### src/rtl/sfr_pkg.sv
// Package for the sync-framed receiver with word checksum.
// Frame geometry, result and action codes, controller/datapath structs.
// No dependencies.
`timescale 1ns / 1ps

package sfr_pkg;

    localparam int SYNC_BYTES        = 4;
    localparam int FRAME_BYTES       = 64;
    localparam int FIRST_SUMMED_WORD = 1;
    localparam int CHECK_WORD        = 15;
    localparam int WORD_COUNT        = (FRAME_BYTES + 3) / 4;

    localparam logic [7:0] SYNC_VALUE = 8'hFF;
    localparam logic [7:0] MAX_MISSED_RESET = 8'd5;

    localparam int ADDR_W = $clog2(FRAME_BYTES);
    localparam int POS_W  = 8;

    localparam logic ACT_BYTE = 1'b0;
    localparam logic ACT_POLL = 1'b1;

    localparam logic [1:0] KIND_WORD       = 2'd0;
    localparam logic [1:0] KIND_CSUM_ERR   = 2'd1;
    localparam logic [1:0] KIND_COMM_FAULT = 2'd2;

    localparam logic [1:0] POS_SUM  = 2'd0;
    localparam logic [1:0] POS_CHK  = 2'd1;
    localparam logic [1:0] POS_ZERO = 2'd2;

    typedef struct packed {
        logic       poll;
        logic       byte_take;
        logic       pos_load;
        logic [1:0] pos_sel;
        logic       pos_inc;
        logic       shift;
        logic       sum_clear;
        logic       sum_add;
        logic       clear_missed;
        logic       out_word;
        logic       out_err;
        logic       out_fault;
    } t_cmd;

    typedef struct packed {
        logic poll_fault;
        logic sync_drop;
        logic frame_full;
        logic word_end;
        logic sum_end;
        logic sum_match;
        logic out_more;
    } t_status;

endpackage

### src/rtl/sfr_in_if.sv
// Input word channel: received byte or poll tick.
// Valid/ready handshake, no dependencies.
`timescale 1ns / 1ps

interface sfr_in_if;
    logic       valid;
    logic       ready;
    logic       action;
    logic [7:0] rx_byte;

    modport source (output valid, action, rx_byte, input ready);
    modport sink   (input valid, action, rx_byte, output ready);
endinterface

### src/rtl/sfr_out_if.sv
// Result word channel: frame words, checksum errors, comm faults.
// Valid/ready handshake, no dependencies.
`timescale 1ns / 1ps

interface sfr_out_if;
    logic        valid;
    logic        ready;
    logic [1:0]  kind;
    logic [5:0]  word_index;
    logic [31:0] frame_word;
    logic        last;

    modport source (output valid, kind, word_index, frame_word, last, input ready);
    modport sink   (input valid, kind, word_index, frame_word, last, output ready);
endinterface

### src/rtl/sfr_ram.sv
// Generic simple dual-port RAM, one write and one registered read port.
// No dependencies.
`timescale 1ns / 1ps

module sfr_ram #(
    parameter int WIDTH = 8,
    parameter int DEPTH = 64
) (
    input  logic                     i_clk,
    input  logic                     i_we,
    input  logic [$clog2(DEPTH)-1:0] i_waddr,
    input  logic [WIDTH-1:0]         i_wdata,
    input  logic [$clog2(DEPTH)-1:0] i_raddr,
    output logic [WIDTH-1:0]         o_rdata
);

    logic [WIDTH-1:0] r_mem [DEPTH];
    logic [WIDTH-1:0] r_rdata;

    always_ff @(posedge i_clk) begin
        if (i_we) begin
            r_mem[i_waddr] <= i_wdata;
        end
        r_rdata <= r_mem[i_raddr];
    end

    assign o_rdata = r_rdata;

endmodule

### src/rtl/sfr_datapath.sv
// Datapath: fill counter, frame byte store, word assembler, checksum
// accumulator, missed-poll counter and output register. Uses sfr_pkg, sfr_ram.
`timescale 1ns / 1ps

module sfr_datapath (
    input  logic            i_clk,
    input  logic            i_rst_n,
    input  sfr_pkg::t_cmd   i_cmd,
    output sfr_pkg::t_status o_status,
    input  logic [7:0]      i_rx_byte,
    input  logic [7:0]      i_max_missed,
    output logic [1:0]      o_kind,
    output logic [5:0]      o_word_index,
    output logic [31:0]     o_frame_word,
    output logic            o_last
);
    import sfr_pkg::*;

    localparam int SUM_START = FIRST_SUMMED_WORD * 4;
    localparam int CHK_START = CHECK_WORD * 4;
    localparam int SUM_LAST  = CHECK_WORD * 4 - 1;

    logic [ADDR_W-1:0] r_fill;
    logic [7:0]        r_missed;
    logic [7:0]        n_missed;
    logic [POS_W-1:0]  r_pos;
    logic [31:0]       r_word;
    logic [31:0]       r_sum;
    logic [31:0]       w_word;
    logic [7:0]        rd_data;
    logic [7:0]        byte_val;
    logic              ram_we;
    logic              sync_drop;
    logic              frame_full;
    logic [1:0]        r_kind;
    logic [5:0]        r_index;
    logic [31:0]       r_out_word;
    logic              r_last;

    assign sync_drop  = (32'(r_fill) < SYNC_BYTES) && (i_rx_byte != SYNC_VALUE);
    assign frame_full = (32'(r_fill) == FRAME_BYTES - 1);
    assign ram_we     = i_cmd.byte_take && !sync_drop;
    assign n_missed   = (r_missed == 8'hFF) ? r_missed : r_missed + 8'd1;

    sfr_ram #(
        .WIDTH (8),
        .DEPTH (FRAME_BYTES)
    ) u_store (
        .i_clk   (i_clk),
        .i_we    (ram_we),
        .i_waddr (r_fill),
        .i_wdata (i_rx_byte),
        .i_raddr (r_pos[ADDR_W-1:0]),
        .o_rdata (rd_data)
    );

    // bytes past the frame end read as zero
    assign byte_val = (32'(r_pos) >= FRAME_BYTES) ? 8'd0 : rd_data;
    assign w_word   = {byte_val, r_word[31:8]};

    always_ff @(posedge i_clk) begin
        if (!i_rst_n) begin
            r_fill   <= '0;
            r_missed <= '0;
        end else begin
            if (i_cmd.byte_take) begin
                if (sync_drop || frame_full) begin
                    r_fill <= '0;
                end else begin
                    r_fill <= r_fill + 1'b1;
                end
            end
            if (i_cmd.clear_missed) begin
                r_missed <= '0;
            end else if (i_cmd.poll) begin
                r_missed <= n_missed;
            end
        end
    end

    always_ff @(posedge i_clk) begin
        if (i_cmd.pos_load) begin
            case (i_cmd.pos_sel)
                POS_SUM: r_pos <= POS_W'(SUM_START);
                POS_CHK: r_pos <= POS_W'(CHK_START);
                default: r_pos <= '0;
            endcase
        end else if (i_cmd.pos_inc) begin
            r_pos <= r_pos + 1'b1;
        end
        if (i_cmd.shift) begin
            r_word <= w_word;
        end
        if (i_cmd.sum_clear) begin
            r_sum <= '0;
        end else if (i_cmd.sum_add) begin
            r_sum <= r_sum + w_word;
        end
        if (i_cmd.out_word) begin
            r_kind     <= KIND_WORD;
            r_index    <= r_pos[7:2];
            r_out_word <= w_word;
            r_last     <= (32'(r_pos[7:2]) == WORD_COUNT - 1) || (r_pos[7:2] == 6'd63);
        end else if (i_cmd.out_err || i_cmd.out_fault) begin
            r_kind     <= i_cmd.out_err ? KIND_CSUM_ERR : KIND_COMM_FAULT;
            r_index    <= '0;
            r_out_word <= '0;
            r_last     <= 1'b1;
        end
    end

    always_comb begin
        o_status.poll_fault = (n_missed > i_max_missed);
        o_status.sync_drop  = sync_drop;
        o_status.frame_full = frame_full;
        o_status.word_end   = (r_pos[1:0] == 2'b11);
        o_status.sum_end    = (32'(r_pos) == SUM_LAST);
        o_status.sum_match  = (w_word == r_sum);
        o_status.out_more   = (r_kind == KIND_WORD) && !r_last;
    end

    assign o_kind       = r_kind;
    assign o_word_index = r_index;
    assign o_frame_word = r_out_word;
    assign o_last       = r_last;

endmodule

### src/rtl/sfr_ctrl.sv
// Controller: sequences byte intake, checksum pass, check compare and
// word emission. Uses sfr_pkg; drives sfr_datapath by command struct.
`timescale 1ns / 1ps

module sfr_ctrl (
    input  logic             i_clk,
    input  logic             i_rst_n,
    input  logic             i_in_valid,
    input  logic             i_action,
    output logic             o_in_ready,
    output logic             o_out_valid,
    input  logic             i_out_ready,
    input  sfr_pkg::t_status i_status,
    output sfr_pkg::t_cmd    o_cmd
);
    import sfr_pkg::*;

    localparam logic [2:0] S_IDLE     = 3'd0;
    localparam logic [2:0] S_SUM_RD   = 3'd1;
    localparam logic [2:0] S_SUM_ACC  = 3'd2;
    localparam logic [2:0] S_CHK_RD   = 3'd3;
    localparam logic [2:0] S_CHK_ACC  = 3'd4;
    localparam logic [2:0] S_EMIT_RD  = 3'd5;
    localparam logic [2:0] S_EMIT_ACC = 3'd6;
    localparam logic [2:0] S_OUT      = 3'd7;

    logic [2:0] r_state;
    logic [2:0] n_state;

    always_ff @(posedge i_clk) begin
        if (!i_rst_n) begin
            r_state <= S_IDLE;
        end else begin
            r_state <= n_state;
        end
    end

    always_comb begin
        o_cmd       = '0;
        n_state     = r_state;
        o_in_ready  = 1'b0;
        o_out_valid = 1'b0;
        case (r_state)
            S_IDLE: begin
                o_in_ready = 1'b1;
                if (i_in_valid) begin
                    if (i_action == ACT_POLL) begin
                        o_cmd.poll = 1'b1;
                        if (i_status.poll_fault) begin
                            o_cmd.out_fault = 1'b1;
                            n_state = S_OUT;
                        end
                    end else begin
                        o_cmd.byte_take = 1'b1;
                        if (!i_status.sync_drop && i_status.frame_full) begin
                            o_cmd.pos_load  = 1'b1;
                            o_cmd.sum_clear = 1'b1;
                            if (FIRST_SUMMED_WORD < CHECK_WORD) begin
                                o_cmd.pos_sel = POS_SUM;
                                n_state = S_SUM_RD;
                            end else begin
                                o_cmd.pos_sel = POS_CHK;
                                n_state = S_CHK_RD;
                            end
                        end
                    end
                end
            end
            S_SUM_RD: begin
                n_state = S_SUM_ACC;
            end
            S_SUM_ACC: begin
                o_cmd.shift   = 1'b1;
                o_cmd.sum_add = i_status.word_end;
                if (i_status.sum_end) begin
                    o_cmd.pos_load = 1'b1;
                    o_cmd.pos_sel  = POS_CHK;
                    n_state = S_CHK_RD;
                end else begin
                    o_cmd.pos_inc = 1'b1;
                    n_state = S_SUM_RD;
                end
            end
            S_CHK_RD: begin
                n_state = S_CHK_ACC;
            end
            S_CHK_ACC: begin
                o_cmd.shift = 1'b1;
                if (i_status.word_end) begin
                    if (i_status.sum_match) begin
                        o_cmd.clear_missed = 1'b1;
                        o_cmd.pos_load     = 1'b1;
                        o_cmd.pos_sel      = POS_ZERO;
                        n_state = S_EMIT_RD;
                    end else begin
                        o_cmd.out_err = 1'b1;
                        n_state = S_OUT;
                    end
                end else begin
                    o_cmd.pos_inc = 1'b1;
                    n_state = S_CHK_RD;
                end
            end
            S_EMIT_RD: begin
                n_state = S_EMIT_ACC;
            end
            S_EMIT_ACC: begin
                o_cmd.shift = 1'b1;
                if (i_status.word_end) begin
                    o_cmd.out_word = 1'b1;
                    n_state = S_OUT;
                end else begin
                    o_cmd.pos_inc = 1'b1;
                    n_state = S_EMIT_RD;
                end
            end
            S_OUT: begin
                o_out_valid = 1'b1;
                if (i_out_ready) begin
                    if (i_status.out_more) begin
                        o_cmd.pos_inc = 1'b1;
                        n_state = S_EMIT_RD;
                    end else begin
                        n_state = S_IDLE;
                    end
                end
            end
            default: begin
                n_state = S_IDLE;
            end
        endcase
    end

endmodule

### src/rtl/sync_frame_receiver_with_word_sum.sv
// Top level of the sync-framed receiver with additive word checksum.
// Uses sfr_pkg, sfr_in_if, sfr_out_if, sfr_ctrl, sfr_datapath.
//
// i_item carries one word per received link byte (action 0) or poll tick
// (action 1). o_result carries frame words, a checksum error or a comm fault.
// max_missed_polls sits at APB byte address 0; pready is tied high.
//
// A byte or a poll tick is taken while the controller is idle. The byte that
// completes a frame starts a checksum pass over the byte store, one byte at a
// time through a read state and an accumulate state (single registered RAM
// read port), first over the summed words, then over the check word. A good
// frame then reads each word from the store the same way and presents it
// until it is taken. A poll tick over the limit gives its fault in the next
// cycle.
// Only one word is in work at a time: i_item.ready stays low from a frame's
// last byte until its final result is taken, and while any result waits.
// A stalled receiver holds the result stable in the output register.
// Reset clears the fill count, the missed-poll counter and the controller,
// and sets max_missed_polls to 5; the byte store needs no clearing.
`timescale 1ns / 1ps

module sync_frame_receiver_with_word_sum (
    input  logic             i_clk,
    input  logic             i_rst_n,
    sfr_in_if.sink           i_item,
    sfr_out_if.source        o_result,
    input  logic             psel,
    input  logic             penable,
    input  logic             pwrite,
    input  logic [2:0]       paddr,
    input  logic [31:0]      pwdata,
    output logic [31:0]      prdata,
    output logic             pready
);
    import sfr_pkg::*;

    logic [7:0] r_max_missed;
    t_cmd       cmd;
    t_status    status;

    always_ff @(posedge i_clk) begin
        if (!i_rst_n) begin
            r_max_missed <= MAX_MISSED_RESET;
        end else if (psel && penable && pwrite && !paddr[2]) begin
            r_max_missed <= pwdata[7:0];
        end
    end

    assign pready = 1'b1;
    assign prdata = paddr[2] ? 32'd0 : {24'd0, r_max_missed};

    sfr_ctrl u_ctrl (
        .i_clk       (i_clk),
        .i_rst_n     (i_rst_n),
        .i_in_valid  (i_item.valid),
        .i_action    (i_item.action),
        .o_in_ready  (i_item.ready),
        .o_out_valid (o_result.valid),
        .i_out_ready (o_result.ready),
        .i_status    (status),
        .o_cmd       (cmd)
    );

    sfr_datapath u_dp (
        .i_clk        (i_clk),
        .i_rst_n      (i_rst_n),
        .i_cmd        (cmd),
        .o_status     (status),
        .i_rx_byte    (i_item.rx_byte),
        .i_max_missed (r_max_missed),
        .o_kind       (o_result.kind),
        .o_word_index (o_result.word_index),
        .o_frame_word (o_result.frame_word),
        .o_last       (o_result.last)
    );

endmodule

### src/flat_wrapper.sv
// flat-port wrapper written by rule: the top's interface ports become plain ports
module sync_frame_receiver_with_word_sum_flat import sfr_pkg::*;
  (i_clk, i_rst_n, psel, penable, pwrite, paddr, pwdata, prdata, pready, i_item_valid, i_item_action, i_item_rx_byte, i_item_ready, o_result_valid, o_result_kind, o_result_word_index, o_result_frame_word, o_result_last, o_result_ready);
  sfr_in_if i_item_i ();
  sfr_out_if o_result_i ();
  input  logic i_clk;
  input  logic i_rst_n;
  input  logic psel;
  input  logic penable;
  input  logic pwrite;
  input  logic [2:0] paddr;
  input  logic [31:0] pwdata;
  output logic [31:0] prdata;
  output logic pready;
  input wire logic [$bits(i_item_i.valid)-1:0] i_item_valid;
  input wire logic [$bits(i_item_i.action)-1:0] i_item_action;
  input wire logic [$bits(i_item_i.rx_byte)-1:0] i_item_rx_byte;
  output wire logic [$bits(i_item_i.ready)-1:0] i_item_ready;
  output wire logic [$bits(o_result_i.valid)-1:0] o_result_valid;
  output wire logic [$bits(o_result_i.kind)-1:0] o_result_kind;
  output wire logic [$bits(o_result_i.word_index)-1:0] o_result_word_index;
  output wire logic [$bits(o_result_i.frame_word)-1:0] o_result_frame_word;
  output wire logic [$bits(o_result_i.last)-1:0] o_result_last;
  input wire logic [$bits(o_result_i.ready)-1:0] o_result_ready;
  assign i_item_i.valid = i_item_valid;
  assign i_item_i.action = i_item_action;
  assign i_item_i.rx_byte = i_item_rx_byte;
  assign i_item_ready = i_item_i.ready;
  assign o_result_valid = o_result_i.valid;
  assign o_result_kind = o_result_i.kind;
  assign o_result_word_index = o_result_i.word_index;
  assign o_result_frame_word = o_result_i.frame_word;
  assign o_result_last = o_result_i.last;
  assign o_result_i.ready = o_result_ready;
  sync_frame_receiver_with_word_sum u_core (.i_clk(i_clk), .i_rst_n(i_rst_n), .i_item(i_item_i), .o_result(o_result_i), .psel(psel), .penable(penable), .pwrite(pwrite), .paddr(paddr), .pwdata(pwdata), .prdata(prdata), .pready(pready));
endmodule
### config.mk
export PLATFORM = sky130hd
export DESIGN_NAME = sync_frame_receiver_with_word_sum_flat
export DESIGN_NICKNAME = d
export VERILOG_FILES = /design/src/rtl/sfr_pkg.sv /design/src/rtl/sfr_in_if.sv /design/src/rtl/sfr_out_if.sv /design/src/rtl/sfr_ram.sv /design/src/rtl/sfr_datapath.sv /design/src/rtl/sfr_ctrl.sv /design/src/rtl/sync_frame_receiver_with_word_sum.sv /design/src/flat_wrapper.sv
export SDC_FILE = /design/constraint.sdc
export NUM_CORES = 1
export LEC_CHECK = 0
export ABC_AREA = 1
export BUFFER_PORTS_ARGS = -buffer_cell sky130_fd_sc_hd__buf_2
export CAP_MARGIN = 20
export CORE_AREA = 2 2 234 259
export DETAILED_ROUTE_END_ITERATION = 16
export DIE_AREA = 0 0 236 261
export HOLD_SLACK_MARGIN = 0.03
export PLACE_DENSITY = 0.66
export SLEW_MARGIN = 20
export SYNTH_ARGS = -nofsm -noshare
export SYNTH_HDL_FRONTEND = slang
export SYNTH_SLANG_ARGS = --single-unit
### constraint.sdc
create_clock -name i_clk -period 5.3 [get_ports i_clk]
set_clock_uncertainty 0.15 [all_clocks]
set_input_delay 0.265 -clock i_clk [delete_from_list [all_inputs] [get_ports i_clk]]
set_output_delay 0.265 -clock i_clk [all_outputs]
set_load 0.005 [all_outputs]
==> reports/summary.txt <==
critical setup path kind = register to register
Least-Margin Pin Slew = 1.00 ns
GR Util met1 = 0.301
cell mode on critical path = nor2_1
Routed WL = 73.7 mm
post-synthesis compound-gate area fraction = 0.0965
Synth Flop Type = edfxtp_1
share of layout cells above drive strength 1 = 0.0795
CTS Buffer Depth = 3
Die Span Y = 261 µm
FF-to-FF Start = u_core.u_dp.r_pos[6]
reg2reg setup slack = 1.28 ns
All-Layer GR Usage = 0.239
I/O pin count = 127
DPL Wire Length = 45.0 mm
final slew viol count = 0
CTS Sinks = 650
Worst Reg-to-Reg Cells = 12
worst ir drop on vdd = 0.000316 V
Initial Util = 0.493
CP max FO = 39
gr busiest metal = met2
WHS Path Cells = 2
DRT iter0 DRCs = 1841
placement row count = 94
nets = 2975
drt first pass iters = 5
count of cell types in the netlist = 54
clk root buf = clkbuf_16
final core occ = 0.547
routed vias/inst = 5.54
Post-Syn Area = 29100 µm²
endpoints failing hold = 0
hold path startpoint = i_item_rx_byte[6]
Critical Path AT = 3.93 ns
vias in the first global route = 19889
simple-gate portion of the synthesized area = 0.169
ANT nets after route = 0
GR Layer Usage met2 = 0.410
worst skew pair latency = 0.61 ns
area leader, netlist = edfxtp_1
Post-Place Setup Slack = 1.26 ns
Gate Count Post-Synth = 2818
Layout area overhead = 11.0%
Setup crit end kind = register
Post-synth EDFFs = 583
Period Utilization, post-route = 0.758
commonest non-fill, non-tap cell in the layout = edfxtp_1
P per Cell Area = 485 nW/µm²
yosys warns = 0
first-pass GRT wire length = 113 mm
Hold EP = u_core.u_dp.u_store.r_mem[5][6]
element type at the critical path start = register
# DRC = 0
number of max-cap violations = 0
setup ws final = 1.28 ns
slowest stage delay, CP = 0.72 ns
most frequent cells in the layout = edfxtp_1 (583), nor2_1 (510), nand2_1 (460)
H-tree depth = 3
status = finished, final reports clean
register area share after synthesis = 0.647
post-synthesis xor/xnor area fraction = 0.00661
asr flop ratio synth = 0
adder-cell share of the synthesized area = 0.0187
synth top area cells = edfxtp_1 (60%), nor2_1 (6.6%), nand2_1 (5.9%)
Setup TNS = 0 ns
CTS clk-pin slew, worst paths = 0.06 ns
Yosys top cell area share = 0.601
Resized Gates After CTS = 0
Slew HR = 0.332
Cells after DPL = 3555
largest net degree at the start of global routing = 193
Synth Area per Inst = 10.3 µm²
Min-Delay Path Class = input pin to register
grt met3 use = 0.0404
Die Wd = 236 µm
CORE AREA = 59200 µm²
worst-path cell chain = nor2_1 -> inv_1 -> nor2_1 -> ha_1 -> inv_1 -> nand3_1 -> nor2_1 -> nand2_1 -> nor2_1 -> nand2_1 -> nand2_1 -> nand3_2
Leakage = 12.2 nW
Fmax = 249 MHz
post-synthesis mux area share = 0
GPL Wtd Cong = 0.909
largest family of logic cells by synthesized area = simple AND/OR/NAND/NOR gates
via count = 20512
antenna violations before repair = 1
Worst path slowest cell = nand3_2
CTS Buf Count = 68
full die area = 61600 µm²
non-filler cells in the finished layout = 3700
count of buffers from port buffering = 75
total gr overflow = 0
shortest period the worst path allows = 4.02 ns
unrepaired setup endpoints after global routing = false
number of synthesized register bits = 650
CTS tree = done
ANT cells = 0
Final setup viols = 0
required time of the critical path = 5.21 ns
DR WL/cell = 19.9 µm
RR Endpoint = u_core.u_dp.o_frame_word[31]
-- metrics by stage --
| stage | hold slack, ns | total power, mW | instance area [µm²] |
|---|---|---|---|
| finish | 0.207 | 15.7 | 32400 |
| global route | 0.221 | 16.6 | 32400 |
| CTS | 0.144 | 15.7 | 32400 |
| detailed placement | 0.330 | 11.1 | 30000 |
| global placement | 0.330 | 11.0 | 30000 |
| floorplan | 0.214 | 9.69 | 29200 |
-- repair_timing --
| action | in CTS | in global routing |
|---|---|---|
| hold buffers | 24 | 0 |
| endpoints found under the hold margin | 20 | 0 |
| buffers inserted | 0 | 0 |
-- how the worst max path moves through the flow --
stage                                       start                            to  slack [ns]  depth (start not counted)
final                        u_core.u_dp.r_pos[6]  u_core.u_dp.o_frame_word[31]        1.28                         12
after global routing         u_core.u_dp.r_pos[6]  u_core.u_dp.o_frame_word[26]        1.00                         12
after CTS                    u_core.u_dp.r_pos[6]   u_core.u_dp.o_word_index[1]        1.19                         12
after detailed placement     u_core.u_dp.r_pos[6]  u_core.u_dp.o_frame_word[30]        1.26                         12
after global placement       u_core.u_dp.r_pos[6]  u_core.u_dp.o_frame_word[22]        1.34                         12
after floorplan           u_core.u_dp.r_missed[0]   u_core.u_dp.o_frame_word[0]        1.67                         15
-- registers in the layout (all words and copies together), names as in the netlist --
| register | count |
|---|---|
| u_core.u_dp.u_store.r_mem | 512 |
| u_core.u_dp.o_frame_word | 32 |
| u_core.u_dp.r_sum | 32 |
| u_core.u_dp.r_word | 24 |
| u_core.r_max_missed | 8 |
| u_core.u_dp.r_missed | 8 |
| u_core.u_dp.r_pos | 8 |
| u_core.u_dp.u_store.o_rdata | 8 |
| u_core.u_dp.o_word_index | 6 |
| u_core.u_dp.r_fill | 6 |
| u_core.u_ctrl.r_state | 3 |
| u_core.u_dp.o_kind | 2 |
| u_core.u_dp.o_last | 1 |
-- logic make-up after synthesis --
family	count (synthesis)
adders and majority gates	43
buffers and inverters	424
other	2
xor gates and xnor gates	22
AOI/OAI and AO/OA	501
DFF	650
and+or+nand+nor	1176
-- final cells by class --
cell class / count / area, µm²
clock buffer: 88 / 1790
tap: 768 / 961
inverter: 273 / 1030
timing repair buffer: 121 / 818
sequential: 650 / 18800
fill: 5110 / 26800
clock inverter: 33 / 334
multi-input combinational: 1767 / 8580
-- synth_stat cells, drive strengths merged, types with 4 or more instances --
library cell and count:
edfxtp 583, nor2 515, nand2 468, o21ai 301
inv 271, nand3 134, buf 92, o211ai 69
dfxtp 67, a21oi 59, clkbuf 59, o22ai 45
ha 42, nand4 23, nor3 22, xor2 18
o21bai 13, or2 5, xnor2 4
-- critical path, delay by kind of cell, from the launching register on --
family | cells | cell delay [ns]
buffers and inverters | 2 | 0.46
DFF | 1 | 0.44
adders and majority gates | 1 | 0.31
and+or+nand+nor | 9 | 2.10
-- layer usage --
layer / routed length (µm) / part of all wire
met1: 29800 / 0.40
met2: 36200 / 0.49
met3: 5010 / 0.068
met4: 2710 / 0.037
met5: 0 / 0
-- where the power goes --
group | total (mW) | leakage, nW | internal, mW | switching [mW]
clock network | 4.59 | 1.02 | 2.60 | 1.99
logic | 4.91 | 5.41 | 1.51 | 3.40
registers | 6.18 | 5.78 | 5.93 | 0.248
(Power assumes the default switching activity.)
